==> config.mk <==
export PLATFORM = sky130hd
export DESIGN_NAME = pkrm_ram
export DESIGN_NICKNAME = d
export VERILOG_FILES = /design/src/hdl/pkrm_ram.sv
export SDC_FILE = /design/constraint.sdc
export NUM_CORES = 1
export LEC_CHECK = 0
export BUFFER_PORTS_ARGS = -buffer_cell sky130_fd_sc_hd__buf_2
export CAP_MARGIN = 20
export CORE_MARGIN = 10
export CORE_UTILIZATION = 65
export DETAILED_ROUTE_END_ITERATION = 8
export GPL_ROUTABILITY_DRIVEN = 0
export PLACE_DENSITY = 0.84
export REMOVE_ABC_BUFFERS = 1
export SKIP_LAST_GASP = 1
export SYNTH_ARGS = -nofsm -noshare
export SYNTH_HDL_FRONTEND = slang
export SYNTH_SLANG_ARGS = --single-unit
==> constraint.sdc <==
create_clock -name clk -period 2.9 [get_ports clk]
set_clock_uncertainty 0.05 [all_clocks]
set_input_delay 0.29 -clock clk [delete_from_list [all_inputs] [get_ports clk]]
set_output_delay 0.29 -clock clk [all_outputs]
set_load 0.1 [all_outputs]
==> src/hdl/pkrm_ram.sv <==
// ----------------------------------------------------------------------------
// pkrm_ram
// Single-port-write, single-port-read synchronous RAM, registered read.
// ----------------------------------------------------------------------------
module pkrm_ram #(
  parameter int WIDTH = 8,
  parameter int DEPTH = 16,
  parameter int ADDR_W = (DEPTH > 1) ? $clog2(DEPTH) : 1
) (
  input  logic              clk,
  input  logic              we,
  input  logic [ADDR_W-1:0] wr_addr,
  input  logic [WIDTH-1:0]  wr_data,
  input  logic              rd_en,
  input  logic [ADDR_W-1:0] rd_addr,
  output logic [WIDTH-1:0]  rd_data
);

  logic [WIDTH-1:0] mem [DEPTH];

  always_ff @(posedge clk) begin
    if (we) begin
      mem[wr_addr] <= wr_data;
    end
  end

  always_ff @(posedge clk) begin
    if (rd_en) begin
      rd_data <= mem[rd_addr];
    end
  end

endmodule

==> summary.txt <==
Synthesis
  • EDFF count, synth: 136
  • Post-Synth Adder-Cell Area: 0
  • Seq cells post-synth: 136
  • Simple-Gate Fraction of Synth Area: 0.03135
  • Largest family of logic cells by synthesized area: multiplexers
  • Mapped cell area: 5228 µm²
  • Syn_area_per_cell: 22.83 µm²
  • Main synth FF type: edfxtp_1
  • Yosys warns: 0
  • Synth Area in Compound Gates: 0.02298
  • Synth Area in XOR/XNOR: 0
  • Synth Instances: 229
  • Synth cell types: 18
  • Mux share of post-synthesis cell area: 0.1479
  • Seq/Total Area, Yosys: 0.7812
  • Post-synth ARST share: 0

STA
  • Worst-Margin Slew: 929.0 ps
  • Hold Fails Final Rpt: 0
  • Slew margin rel.: 0.3783
  • F_max: 0.5840 GHz
  • Final Critical Period: 1712 ps
  • Fin. max-slew vios: 0
  • Setup_tns: 0 ps
  • Final worst-path cycle share: 0.5905
  • RSZ-0062 raised after global routing: false
  • # setup viols final: 0

Final layout
  • P&R area growth vs syn: 16.18%
  • Commonest cells after routing, fill and taps aside: edfxtp_1 (136), buf_2 (26), mux4_2 (18), a22oi_1 (16), clkbuf_16 (16)
  • Leading cell type in the layout, fill and taps excluded: edfxtp_1
  • Final nets: 292
  • Layout cells sized above 1: 0.2972
  • Fin area: 6073 µm²
  • FF/Latch Area: 4084 µm²
  • Area occupied by multi-input gates: 1057 µm²
  • Fill cell count: 405

Worst hold path
  • Worst Hold Path EP: rd_data[6]
  • Min-delay src: rd_en
  • Worst hold path stage count: 1
  • Worst hold path type: in2reg

Setup path
  • Worst Path Arrival: 1370 ps
  • Reg2reg path depth: 3
  • Worst R2R Setup Slack: 1190 ps
  • Setup crit end kind: output pin
  • CP cell instances: buf_2
  • Critical path type: reg2out
  • Reg2Reg Launch Point: mem[2][1]
  • FF-to-FF End: rd_data[1]
  • WP buf/inv: 1
  • Slowest cell on crit path: buf_2
  • Cell family with most CP delay: buffers and inverters
  • Worst EP required: 2560 ps
  • Worst setup SP type: flip-flop
  • Max incr delay on CP: 460 ps
  • Crit-path max FO: 1

CTS
  • CTS tree: done
  • Resized cells post-CTS: 0
  • Worst-Skew Late Latency: 510 ps
  • CTS clk-pin slew, worst paths: 60 ps
  • CTS buffer count: 17
  • Hold bufs inserted after CTS: 0
  • Htree depth: 4
  • Max clock buf depth: 2
  • Post-CTS setup buffer count: 0
  • # clock sinks: 136
  • CTS Root Cell: clkbuf_8

Floorplanning
  • DIE WIDTH: 109.7 µm
  • Initial Utilization: 0.6730
  • Die H: 109.7 µm
  • # rows: 32
  • Core box area: 7767 µm²
  • # IOs: 27
  • Die footprint: 12030 µm²

Job
  • MaxCap Viol Count: 0

Route
  • Remaining antenna violation count: 0
  • Vias per cell: 6.460
  • DR WL/cell: 27.10 µm
  • DRC: 0
  • Pre-Repair DR Iteration Count: 4
  • Drt total wl: 10540 µm
  • Initial DRC count: 166
  • Vias post-DR: 2513

Placed design
  • Port Buffers: 26
  • Detail Placement HPWL: 6045 µm
  • Post-DP Area: 5479 µm²

Power
  • Flop pwr share: 0.483
  • Leakage power: 0.002039 µW
  • Maximum vdd drop: 0.5028 mV
  • Power per cell area: 760.4 nW/µm²
  • Switching portion of total power: 0.2182
  • Internal power: 3611 µW
  • Gate power share: 0.057
  • Overall power: 4618 µW
  • NetSw: 1008 µW
  • Clock Power Share: 0.460

Outcome
  • Status: complete, no violations

Global routing
  • Initial antenna violation count: 2
  • First-pass GRT wire length: 16120 µm
  • Largest net degree at the start of global routing: 33
  • Gr usage total: 0.1919
  • Vias in the first global route: 2661
  • Total global routing overflow: 0
[per-layer routing]
metal,GRT usage,wire (µm),up-vias
li1,-,-,1072
met1,0.2512,4000,1278
met2,0.2934,5224,136
met3,0.07197,1111,23
met4,0.06413,185,4
met5,0,21,-
[worst reg2reg max path, stage by stage, from the launching register on]
cell and delay (ps):
edfxtp_1 430, mux4_1 570, a22oi_1 310, nand2_1 100
[power by group through the flow]
stage | logic [µW] | registers, µW | clock network (µW)
2_1_floorplan | 88.3 | 2330 | 0
3_3_place_gp | 256 | 2270 | 0
3_5_place_dp | 263 | 2270 | 0
4_1_cts | 265 | 2230 | 2150
5_1_grt | 280 | 2230 | 2220
6_report | 263 | 2230 | 2120
[cell type report]
class,instances,area share
Multi-Input combinational cell,83,0.1741
Tap cell,102,0.02101
Clock inverter,14,0.02864
Sequential cell,136,0.6724
Timing Repair Buffer,35,0.03461
Clock buffer,18,0.06881
Antenna cell,1,0.0004120
[cell usage after synthesis (all sizes together) (2+ instances only)]
cell type	count	area (µm²)
edfxtp	136	4084
mux4	32	773.2
a22oi	16	120.1
nor2	13	48.80
nand2	9	33.78
buf	7	56.30
nor3	4	20.02
clkdlybuf4s25	3	30.03
nand2b	2	12.51
nand3b	2	15.01
[worst max-delay path by stage]
| stage | from | to | slack, ps | cells past startpoint |
|---|---|---|---|---|
| 6_report | rd_data[3] | rd_data[3] | 1190 | 1 |
| 5_1_grt | mem[2][1] | rd_data[1] | 1160 | 3 |
| 4_1_cts | rd_data[2] | rd_data[2] | 1190 | 1 |
| 3_5_place_dp | rd_addr[0] | rd_data[0] | 960 | 5 |
| 3_3_place_gp | rd_addr[0] | rd_data[2] | 970 | 5 |
| 2_1_floorplan | wr_addr[2] | mem[0][0] | 1070 | 2 |
[registers in the layout, indices dropped and copies added, names as in the netlist]
signal and count:
mem 128, rd_data 8
[logic make-up (layout without fill, tap and decap cells)]
kind of cell / count (synthesis) / in the layout
flip-flops: 136 / 136
buffers and inverters: 10 / 67
AO/OA/AOI/OAI: 16 / 16
other: 0 / 1
AND/OR/NAND/NOR: 35 / 35
multiplexers: 32 / 32
[metrics by stage]
| stage | cells | hold slack, ps | util | setup slack, ps |
|---|---|---|---|---|
| floorplan | 219 | 338.9 | - | 1067 |
| global placement | 356 | 616.4 | 0.7054 | 966.3 |
| detailed placement | 356 | 622.9 | 0.7054 | 959.8 |
| CTS | 388 | 73.84 | 0.7816 | 1193 |
| global route | 388 | 93.55 | 0.7816 | 1157 |
| finish | 389 | 95.24 | 0.7819 | 1188 |
Power figures use the tool's default switching activity.
