`src/hdl/pkrm_pkg.sv`:
```
// ----------------------------------------------------------------------------
// pkrm_pkg
// Shared types and constants of the pair-key rule match table.
// ----------------------------------------------------------------------------
package pkrm_pkg;

  localparam int RULE_SLOTS = 128;
  localparam int IDX_W      = (RULE_SLOTS > 1) ? $clog2(RULE_SLOTS) : 1;
  localparam int CNT_W      = $clog2(RULE_SLOTS + 1);
  localparam int KEY_W      = 32;
  localparam int ACT_W      = 4;
  localparam int USED_W     = 8;

  typedef enum logic [1:0] {
    FN_ADD    = 2'd0,
    FN_REMOVE = 2'd1,
    FN_CHECK  = 2'd2,
    FN_CLEAR  = 2'd3
  } func_t;

  typedef enum logic [1:0] {
    ST_OK        = 2'd0,
    ST_FULL      = 2'd1,
    ST_NOT_FOUND = 2'd2
  } status_t;

  typedef enum logic [2:0] {
    S_INIT,
    S_IDLE,
    S_SCAN,
    S_WIPE,
    S_FINISH
  } state_t;

  typedef struct packed {
    logic             vld;
    logic [KEY_W-1:0] src;
    logic [KEY_W-1:0] tgt;
    logic [ACT_W-1:0] act;
  } entry_t;

  localparam int ENTRY_W = $bits(entry_t);

  typedef struct packed {
    status_t           status;
    logic [ACT_W-1:0]  found_action;
    logic [USED_W-1:0] entries_used;
  } result_t;

endpackage

```
`src/hdl/pkrm_ctrl.sv`:
```
// ----------------------------------------------------------------------------
// pkrm_ctrl
// Scan sequencer: walks the entry RAM, finds the key and the first free slot,
// then, for add and remove, updates the entry and the rule count; clears by
// writing every entry invalid, once after reset and on clear all.
// ----------------------------------------------------------------------------
module pkrm_ctrl (
  input  logic                             clk,
  input  logic                             rst,
  input  logic                             in_valid,
  output logic                             in_ready,
  input  logic [1:0]                       func,
  input  logic [pkrm_pkg::KEY_W-1:0]       source_id,
  input  logic [pkrm_pkg::KEY_W-1:0]       target_id,
  input  logic [pkrm_pkg::ACT_W-1:0]       new_action,
  input  logic                             cfg_we,
  input  logic [pkrm_pkg::ACT_W-1:0]       cfg_wdata,
  output logic                             mem_rd_en,
  output logic [pkrm_pkg::IDX_W-1:0]       mem_rd_addr,
  input  pkrm_pkg::entry_t                 mem_rd_data,
  output logic                             mem_we,
  output logic [pkrm_pkg::IDX_W-1:0]       mem_wr_addr,
  output pkrm_pkg::entry_t                 mem_wr_data,
  output logic                             res_valid,
  input  logic                             res_ready,
  output pkrm_pkg::result_t                res
);
  import pkrm_pkg::*;

  state_t             state, state_next;
  logic [CNT_W-1:0]   cnt;
  logic               rd_pend;
  logic [IDX_W-1:0]   rd_idx;
  logic               hit;
  logic [IDX_W-1:0]   hit_idx;
  logic [ACT_W-1:0]   hit_act;
  logic               free_ok;
  logic [IDX_W-1:0]   free_idx;
  func_t              op;
  logic [KEY_W-1:0]   key_src;
  logic [KEY_W-1:0]   key_tgt;
  logic [ACT_W-1:0]   req_act;
  logic [CNT_W-1:0]   count;
  logic [CNT_W-1:0]   count_next;
  logic [ACT_W-1:0]   allow_code;
  logic               full;
  logic               cnt_lt;
  logic               take;
  logic               key_eq;
  logic               wiping;
  logic               store;
  status_t            status_r;
  logic [ACT_W-1:0]   found_r;

  assign full   = (count >= CNT_W'(RULE_SLOTS));
  assign cnt_lt = (cnt < CNT_W'(RULE_SLOTS));
  assign key_eq = (mem_rd_data.src == key_src) && (mem_rd_data.tgt == key_tgt);
  assign wiping = (state == S_INIT) || (state == S_WIPE);

  always_comb begin
    state_next  = state;
    in_ready    = 1'b0;
    mem_rd_en   = 1'b0;
    res_valid   = 1'b0;
    case (state)
      S_INIT: begin
        if (!cnt_lt) begin
          state_next = S_IDLE;
        end
      end
      S_IDLE: begin
        in_ready = 1'b1;
        if (in_valid) begin
          if (func_t'(func) == FN_CLEAR) begin
            state_next = S_WIPE;
          end else if (func_t'(func) == FN_ADD && full) begin
            state_next = S_FINISH;
          end else begin
            state_next = S_SCAN;
          end
        end
      end
      S_SCAN: begin
        mem_rd_en = cnt_lt;
        if (!cnt_lt && !rd_pend) begin
          state_next = S_FINISH;
        end
      end
      S_WIPE: begin
        if (!cnt_lt) begin
          state_next = S_FINISH;
        end
      end
      S_FINISH: begin
        res_valid = 1'b1;
        if (res_ready) begin
          state_next = S_IDLE;
        end
      end
      default: begin
        state_next = S_IDLE;
      end
    endcase
  end

  assign mem_rd_addr = cnt[IDX_W-1:0];
  assign take        = res_valid && res_ready;

  always_comb begin
    status_r   = ST_OK;
    found_r    = '0;
    store      = 1'b0;
    count_next = count;
    case (op)
      FN_ADD: begin
        if (full) begin
          status_r = ST_FULL;
        end else if (hit) begin
          store = 1'b1;
        end else if (free_ok) begin
          store      = 1'b1;
          count_next = count + CNT_W'(1);
        end else begin
          status_r = ST_FULL;
        end
      end
      FN_REMOVE: begin
        if (hit) begin
          store = 1'b1;
          if (count != '0) begin
            count_next = count - CNT_W'(1);
          end
        end else begin
          status_r = ST_NOT_FOUND;
        end
      end
      FN_CHECK: begin
        found_r = hit ? hit_act : allow_code;
      end
      default: begin
        count_next = '0;
      end
    endcase
  end

  assign mem_we          = wiping ? cnt_lt : (take && store);
  assign mem_wr_addr     = wiping ? cnt[IDX_W-1:0] : (hit ? hit_idx : free_idx);
  assign mem_wr_data.vld = !wiping && (op == FN_ADD);
  assign mem_wr_data.src = key_src;
  assign mem_wr_data.tgt = key_tgt;
  assign mem_wr_data.act = req_act;

  assign res.status       = status_r;
  assign res.found_action = found_r;
  assign res.entries_used = USED_W'(count_next);

  always_ff @(posedge clk) begin
    if (rst) begin
      state      <= S_INIT;
      rd_pend    <= 1'b0;
      hit        <= 1'b0;
      free_ok    <= 1'b0;
      count      <= '0;
      allow_code <= '0;
      cnt        <= '0;
    end else begin
      state   <= state_next;
      rd_pend <= mem_rd_en;
      if (cfg_we) begin
        allow_code <= cfg_wdata;
      end
      if (in_valid && in_ready) begin
        cnt     <= '0;
        hit     <= 1'b0;
        free_ok <= 1'b0;
      end else begin
        if (mem_rd_en || (wiping && cnt_lt)) begin
          cnt <= cnt + CNT_W'(1);
        end
        if (rd_pend && mem_rd_data.vld && key_eq && !hit) begin
          hit <= 1'b1;
        end
        if (rd_pend && !mem_rd_data.vld && !free_ok) begin
          free_ok <= 1'b1;
        end
      end
      if (take) begin
        count <= count_next;
      end
    end
  end

  always_ff @(posedge clk) begin
    if (in_valid && in_ready) begin
      op      <= func_t'(func);
      key_src <= source_id;
      key_tgt <= target_id;
      req_act <= new_action;
    end
    rd_idx <= cnt[IDX_W-1:0];
    if (rd_pend && mem_rd_data.vld && key_eq && !hit) begin
      hit_idx <= rd_idx;
      hit_act <= mem_rd_data.act;
    end
    if (rd_pend && !mem_rd_data.vld && !free_ok) begin
      free_idx <= rd_idx;
    end
  end

endmodule

```
`config.mk`:
```
export PLATFORM = sky130hd
export DESIGN_NAME = pkrm_ctrl
export DESIGN_NICKNAME = d
export VERILOG_FILES = /design/src/hdl/pkrm_pkg.sv /design/src/hdl/pkrm_ctrl.sv
export SDC_FILE = /design/constraint.sdc
export NUM_CORES = 1
export LEC_CHECK = 0
export ABC_AREA = 1
export BUFFER_PORTS_ARGS = -buffer_cell sky130_fd_sc_hd__buf_2
export CORE_AREA = 8 8 126 128
export DETAILED_ROUTE_END_ITERATION = 10
export DIE_AREA = 0 0 134 136
export PLACE_DENSITY = 0.74
export SYNTH_ARGS = -nofsm -noshare
export SYNTH_HDL_FRONTEND = slang
export SYNTH_SLANG_ARGS = --single-unit
```
`constraint.sdc`:
```
create_clock -name clk -period 6.2 [get_ports clk]
set_clock_uncertainty 0.2 [all_clocks]
set_input_delay 0.31 -clock clk [delete_from_list [all_inputs] [get_ports clk]]
set_output_delay 0.31 -clock clk [all_outputs]
set_load 0.01 [all_outputs]
```
==> run summary, run 1 <==
The run gives 6056 as the via count of the routed design. Of all cell types, the one taking the most synthesized area is sky130_fd_sc_hd__edfxtp_1. The run finished with clean final reports. The utilization of the core after routing was 0.634. Sorting the synthesized cells by area gives the leading types as sky130_fd_sc_hd__edfxtp_1 (43%), sky130_fd_sc_hd__nand2_1 (11%), sky130_fd_sc_hd__dfxtp_1 (11%). The maximum VDD drop is 0.168 mV. The tools report the startpoint of the lowest-slack hold path as cfg_we. CTS built an H-tree with a depth of 4. The overall die height works out to 136 um. The total half-perimeter wirelength after legalization and detailed placement was 15600 um; the maximum number of pins on one net before global-route repair was 72. The maximum fanout count along the critical path came out at 18.

The critical path in this run is classified as flip-flop to output pin. The number of global-route vias before repair is 6180, and the maximum frequency from static timing analysis is 349 MHz. Among all flip-flop cells after synthesis, the most frequent one is sky130_fd_sc_hd__edfxtp_1.

Setup violations remaining at the end of the flow were counted as 0. After synthesis, the netlist uses 35 different library cells. The kind of capture point of the worst setup path is an output pin. The flip-flop and latch count after synthesis works out to 121.

After synthesis, the largest family of logic cells by area is simple AND/OR/NAND/NOR gates. TritonCTS built the clock tree. The total wire length after detailed routing was 21000 um; the fraction of the mapped netlist area in adder cells was 0.00617. The longest clock path from root to sink contains 2 buffers. The number of enable-type register cells in the synthesized netlist was 88. The run gives 0 as the number of pins exceeding their max-slew limit in the final report. The worst setup path is launched from a flip-flop. In this run the remaining antenna-violating nets after routing total 0.

The most repeated cell in the gate-level netlist after synthesis is sky130_fd_sc_hd__nand2_1. The mean routed wirelength per cell works out to 17.0 um. The sum of overflow across all layers after global routing was 0; the data required time of the critical path was 5690 ps. Setup repair after global routing left no endpoint under its margin.

The first global-routing pass estimated 31600 um of wire. Gates resized during post-CTS repair numbered 0. Power density of the placed cells: 284 mW/mm^2.

The synthesized netlist net count was 854; the die area was 0.0182 sq mm. Post-synthesis simple-gate area fraction: 0.255. Data on the critical path arrives at its endpoint at 2350 ps.

In this run the tool buffered the top-level ports with 248 buffer cells. The number of synthesis warnings is 0, and the area added between synthesis and finish is 46.3%. The logs give 0.433 for the effective utilization at floorplan and 0.00608 sq mm for the cell area after technology mapping. At the pin with the least slew margin, the transition time is 973 ps.

The average vias per placed instance came out at 4.88. The share of the synthesized area in the top cell type is 0.435. Summing internal, switching and leakage power gives 2.52 mW. The analysis attributes to cell leakage a power of 4.21 nW. The clock period minus final worst setup slack was 2860 ps. The clock-pin transition on the worst setup and hold timing paths came out at 50 ps. The floorplan step defined a core boundary enclosing 0.0140 sq mm. The beginning of the critical path was hit$_SDFFE_PP0P_. The worst slew margin relative to its limit is 0.352, and the final-stage net count is 1191. The average instance in the mapped netlist occupies 8.65 sq um.

The logs give 0.865 for the weighted congestion at the end of routability-driven global placement and 0 ps for the sum of negative setup slack. The logs give 249 for the count of boundary I/O pins and 417 for the violation count after the first detailed-routing iteration. The initial antenna violation count was 3.

The layout cell share with drive strength beyond 1 is 0.301, and the share of the synthesized netlist area taken by xor and xnor gates is 0.0490. At the later pin of the worst-skew pair, clock insertion delay measures 420 ps. Proportion of synthesized flip-flops having asynchronous set or reset: 0. Ranked by instance count, the synthesized netlist is headed by sky130_fd_sc_hd__nand2_1 (181), sky130_fd_sc_hd__inv_1 (100), sky130_fd_sc_hd__nor2_1 (91). Portion of the clock cycle consumed by the worst path in the final layout: 0.462.

Synthesis produced 703 cells. The number of sinks handled by clock tree synthesis is 121. The run gives 0.00747 sq mm as the area after detailed placement. The worst hold path belongs to the class primary input to flip-flop.

For the number of core rows, the log shows 44. Max-cap violations in this run came to 0. Clock tree synthesis selected as its root buffer the cell sky130_fd_sc_hd__clkbuf_16. Measured along the x axis, the die boundary spans 134 um.

Portion of netlist area occupied by mux cells: 0. The tools report the proportion of synthesized chip area in sequential cells as 0.543. The compound-gate portion of the synthesized area was 0.0644; the number of remaining DRC errors was 0.

Buffers inserted during clock tree synthesis total 17. The number of filler cells placed in the layout is 1189, and the global routing usage summed across all routing layers is 0.228. The startpoint of the worst register-to-register path is key_tgt[30]$_DFFE_PP_. The final instance area was 0.00890 sq mm. The logs give 4 for the total iterations of the first detailed-routing run and 0 for the number of failing hold endpoints at the final stage.
[routing by layer]
layer | GRT usage | vias up | routed length [um]
li1 | - | 2943 | -
met3 | 0.0669 | 57 | 1650
met4 | 0.126 | 0 | 810
met2 | 0.386 | 258 | 10300
met1 | 0.254 | 2798 | 8220
met5 | 0 | - | 0
[path summary, 6_finish.rpt]
check | depth (start not counted) | to | slack, ps
worst min-delay path | 3 | allow_code[2]$_SDFFE_PP0P_ | 40
worst min register to register | 0 | free_idx[0]$_DFFE_PP_ | 220
worst max-delay path | 9 | res[5] | 3340
worst max register to register | 5 | hit_act[0]$_DFFE_PP_ | 3490
[state kept, by name (all words and copies together), names as in the netlist]
name / cells
key_tgt: 32
free_idx: 7
allow_code: 4
hit: 1
free_ok: 1
hit_idx: 7
key_src: 32
state: 3
count: 8
rd_pend: 1
hit_act: 4
op: 2
rd_idx: 7
req_act: 4
cnt: 8
[final cells by class]
type / instances / area, sq um / share of cell area
repair buffers: 332 / 2080 / 0.234
well taps: 184 / 230 / 0.0259
clock buffers: 24 / 534 / 0.0600
flip-flops and latches: 121 / 3300 / 0.371
diodes: 3 / 7.51 / 0.000844
multi-input cells: 461 / 2280 / 0.257
clock inverters: 8 / 55.1 / 0.00619
inverters: 107 / 404 / 0.0454
[cell families (layout without fill, tap and decap cells)]
family,count (synthesis),in the layout
AOI/OAI and AO/OA,71,71
xor gates and xnor gates,34,34
adders and majority gates,3,3
buffers and inverters,121,471
DFF,121,121
other,0,3
and+or+nand+nor,353,353
[metrics by stage]
stage          hold slack (ps)  cells  setup slack, ps
2_1_floorplan              176    703             1620
3_3_place_gp               205   1122             3430
3_5_place_dp               213   1122             3440
4_1_cts                   10.9   1237             3300
5_1_grt                   37.3   1240             3120
6_report                  36.2   1240             3340
[what timing repair did]
| item | in CTS | in global routing |
|---|---|---|
| hold buffers | 83 | 0 |
| endpoints found under the hold margin | 80 | 0 |
| endpoints found under the setup margin | 0 | 0 |
| buffers inserted | 0 | 0 |
[where the power goes]
group          internal (mW)  switching [mW]
clock                  0.602           0.365
sequential             0.962          0.0551
combinational          0.215           0.324
[layout by cell type, fill, tap and decap left out, drive strengths merged, types with 2 or more instances in the layout]
master,instances
clkinv,3
nor3,4
clkbuf,24
a21oi,29
o21ai,30
nor4,3
or2,3
clkinvlp,2
o22ai,2
xnor2,31
nor2,104
xor2,3
dlygate4sd3,83
buf,249
edfxtp,88
nand2,186
a31oi,8
nand3,37
ha,3
inv,110
nand4,12
nor3b,3
diode,3
dfxtp,33
[critical path, stage by stage (launching register included)]
cell                      delay, ps
sky130_fd_sc_hd__dfxtp_1        810
sky130_fd_sc_hd__inv_4          240
sky130_fd_sc_hd__nor2_4         170
sky130_fd_sc_hd__nand3_2         90
sky130_fd_sc_hd__nor2_4         150
sky130_fd_sc_hd__o21ai_0        100
sky130_fd_sc_hd__o21ai_0         80
sky130_fd_sc_hd__nand2_1         90
sky130_fd_sc_hd__nand3_1         80
sky130_fd_sc_hd__buf_2          130
Power figures use the tool's default switching activity.
==> inputs of run 2 (changes only) <==
--- a/config.mk
+++ b/config.mk
@@ -7,10 +7,10 @@
 export LEC_CHECK = 0
 export ABC_AREA = 1
 export BUFFER_PORTS_ARGS = -buffer_cell sky130_fd_sc_hd__buf_2
-export CORE_AREA = 8 8 126 128
+export CORE_AREA = 8 8 127 129
 export DETAILED_ROUTE_END_ITERATION = 10
-export DIE_AREA = 0 0 134 136
-export PLACE_DENSITY = 0.74
+export DIE_AREA = 0 0 135 137
+export PLACE_DENSITY = 0.76
 export SYNTH_ARGS = -nofsm -noshare
 export SYNTH_HDL_FRONTEND = slang
 export SYNTH_SLANG_ARGS = --single-unit
==> constraint.sdc (replaced) <==
create_clock -name clk -period 2.5 [get_ports clk]
set_clock_uncertainty 0.2 [all_clocks]
set_input_delay 0.125 -clock clk [delete_from_list [all_inputs] [get_ports clk]]
set_output_delay 0.125 -clock clk [all_outputs]
set_load 0.01 [all_outputs]
==> run summary, run 2 (same netlist as run 1, synthesis figures left out) <==
The number of remaining DRC errors is 0 (unchanged), and the filler-free cell count of the finished design is 1252 (+0.97%). The sum of negative setup slack is 0 ps (unchanged). For the maximum frequency from static timing analysis, the log shows 427 MHz. The startpoint of the worst register-to-register path was key_tgt[13]$_DFFE_PP_. The logs give 0.00900 sq mm (+1.2%) for the final instance area and 2 (unchanged) for the clock tree buffer depth. The via count of the routed design is 6026 (-0.50%).

The initial antenna violation count is 4 (+1), and the average vias per placed instance is 4.81 (-1.4%). Final-stage net count: 1202 (+0.92%). In the final layout, the registers with the most flip-flops are key_src (32), key_tgt (32).

The run gives 0.405 (+0.002) as the share of power burned in registers. The overall die width was 135 um (+0.75%). The tools report the area after detailed placement as 0.00751 sq mm (+0.47%).

Type of the worst min-delay path: primary input to flip-flop. The overall die height was 137 um (+0.74%). The mean routed wirelength per cell was 17.0 um (+0.36%); the remaining antenna violation count was 0 (unchanged). In this run the most critical hold path is launched from mem_rd_data[58]. CTS placed an instance of sky130_fd_sc_hd__clkbuf_16 at the clock tree root. Leaving out fill and tap cells, the most frequent cell in the layout is sky130_fd_sc_hd__buf_2. The global routing usage summed across all routing layers was 0.229 (+0.00140); the number of core rows was 44 (unchanged). The clock-pin transition on the worst setup and hold timing paths works out to 60 ps (about the same). The worst-margin pin slew was 723 ps (-250 ps); the number of pins exceeding their max-slew limit in the final report was 0 (unchanged).

Setup repair after global routing left no endpoint under its margin. The number of buffers created by CTS was 17 (unchanged); the internal power consumption was 4.36 mW (+150%). The count of boundary I/O pins is 249 (unchanged). The weighted congestion at the end of routability-driven global placement came out at 0.887 (+2.6%).

The power density of the placed cells was 692 mW/mm^2 (+140%). For the total leakage power, the log shows 4.27 nW (+1.4%). Maximum level of the CTS H-tree: 4 (unchanged). The switching power total is 1.87 mW (+150%), and the violation count after the first detailed-routing iteration is 487 (+17%). The area added between synthesis and finish was 48.1%. The beginning of the critical path was op[0]$_DFFE_PP_. Final setup violation count: 0 (unchanged). Placed instance count: 1125 (+0.27%). The critical path startpoint category is a flip-flop.

The sum of overflow across all layers after global routing is 0 (unchanged). The maximum fanout count along the critical path came out at 6 (-12). Die area: 0.0185 sq mm (+1.5%).

The post-CTS setup buffer count came out at 0 (unchanged). The combinational fraction of design power came out at 0.218 (+0.004). The worst slack after detailed placement was 258 ps (-3180 ps). The layout cell share with drive strength beyond 1 is 0.301 (about the same). TritonCTS built the clock tree. The share of total power consumed by net switching is 0.300 (+0.00475).

The worst slew margin relative to its limit was 0.517 (+0.165); the number of sinks handled by clock tree synthesis was 121 (unchanged). The total half-perimeter wirelength after legalization and detailed placement was 15400 um (-0.88%); the global-route wire length before repair was 32500 um (+2.7%). The tools report the arrival time of data at the critical path endpoint as 2020 ps (-330 ps). The run gives 70 (-2.8%) as the maximum number of pins on one net before global-route repair. The total of buffers placed on input and output ports is 248 (unchanged), and the effective utilization at floorplan is 0.428 (-0.00504). The portion of the clock cycle consumed by the worst path in the final layout was 0.938. The data required time of the critical path was 2170 ps (-3520 ps); the final worst hold slack was 72.4 ps (+36.2 ps). The logs give 0 (unchanged) for the number of failing hold endpoints at the final stage and 0.377 (-0.006) for the clock group share of total power. The logs give 0.0142 sq mm (+1.2%) for the total core area and 156 ps (-3180 ps) for the final worst-path setup slack.

The library cells used most frequently in the layout, excluding fill and tap cells, are sky130_fd_sc_hd__buf_2 (248), sky130_fd_sc_hd__nand2_1 (181), sky130_fd_sc_hd__inv_1 (100). Total wire length after detailed routing: 21300 um (+1.3%). The category of the most critical setup path is flip-flop to output pin. The run gives 4 (unchanged) as the total iterations of the first detailed-routing run. The clock period minus final worst setup slack is 2340 ps.

Maximum VDD drop: 0.547 mV (+230%). Kind of capture point of the worst setup path: an output pin. The flow ran to the end, and the final reports show no timing, DRC or antenna violations. For the number of global-route vias before repair, the log shows 6137 (-0.70%). The logs give 410 ps (about the same) for the insertion delay to the later sink of the worst-skew pair and 0 (unchanged) for the max-cap check violation count.
==> run 2: cell types whose count changed in the layout (fill, tap and decap cells not counted), moves of 2 or more <==
| cell | change |
|---|---|
| sky130_fd_sc_hd__inv_6 | +2 |
| sky130_fd_sc_hd__clkinvlp_4 | -2 |
| sky130_fd_sc_hd__dlygate4sd3_1 | +8 |
| sky130_fd_sc_hd__clkbuf_8 | -3 |
| sky130_fd_sc_hd__clkinv_4 | +3 |
| sky130_fd_sc_hd__buf_4 | +2 |
==> run 2: worst max-delay path, stage by stage (launching register included) <==
cell	delay, ps
sky130_fd_sc_hd__edfxtp_1	500
sky130_fd_sc_hd__nor2_1	430
sky130_fd_sc_hd__inv_1	190
sky130_fd_sc_hd__o22ai_1	180
sky130_fd_sc_hd__o21ai_1	100
sky130_fd_sc_hd__nand3_1	90
sky130_fd_sc_hd__buf_2	130
==> run 2: timing repair <==
| action | in CTS | in global routing |
|---|---|---|
| hold buffers | 91 | 0 |
| endpoints found under the setup margin | 0 | 1 |
| resized for setup | 0 | 1 |
| endpoints found under the hold margin | 92 | 0 |
==> run 2: power groups by stage <==
stage,clock network [mW],logic (mW),registers (mW)
final,2.35,1.36,2.52
after global placement,0,1.21,2.54
after global routing,2.46,1.48,2.54
after floorplan,0,0.646,2.59
after detailed placement,0,1.23,2.56
after CTS,2.38,1.34,2.52
==> run 2: worst paths after layout <==
path	to	slack, ps	depth (start not counted)
max	res[5]	160	6
min	hit$_SDFFE_PP0P_	70	8
max reg2reg	hit_act[3]$_DFFE_PP_	210	8
min reg2reg	free_idx[3]$_DFFE_PP_	230	0
==> run 2: final cells by class <==
cell class / count / area, sq um
Clock inverter: 10 / 78.8
Clock buffer: 22 / 497
Tap cell: 184 / 230
Multi-Input combinational cell: 461 / 2280
Fill cell: 1148 / 5200
Timing Repair Buffer: 343 / 2190
Antenna cell: 4 / 10.0
Sequential cell: 121 / 3300
Inverter: 107 / 404
==> run 2: through the flow <==
step                      power, mW  utilization
after CTS                      6.24        0.633
after global placement         3.76        0.528
final                          6.23        0.634
after global routing           6.48        0.634
after floorplan                3.24            -
after detailed placement       3.78        0.528
==> run 2: routing by layer <==
layer | share of wire | GRT usage
met1 | 0.38 | 0.250
met2 | 0.50 | 0.391
met3 | 0.085 | 0.0793
met4 | 0.031 | 0.116
met5 | 0 | 0
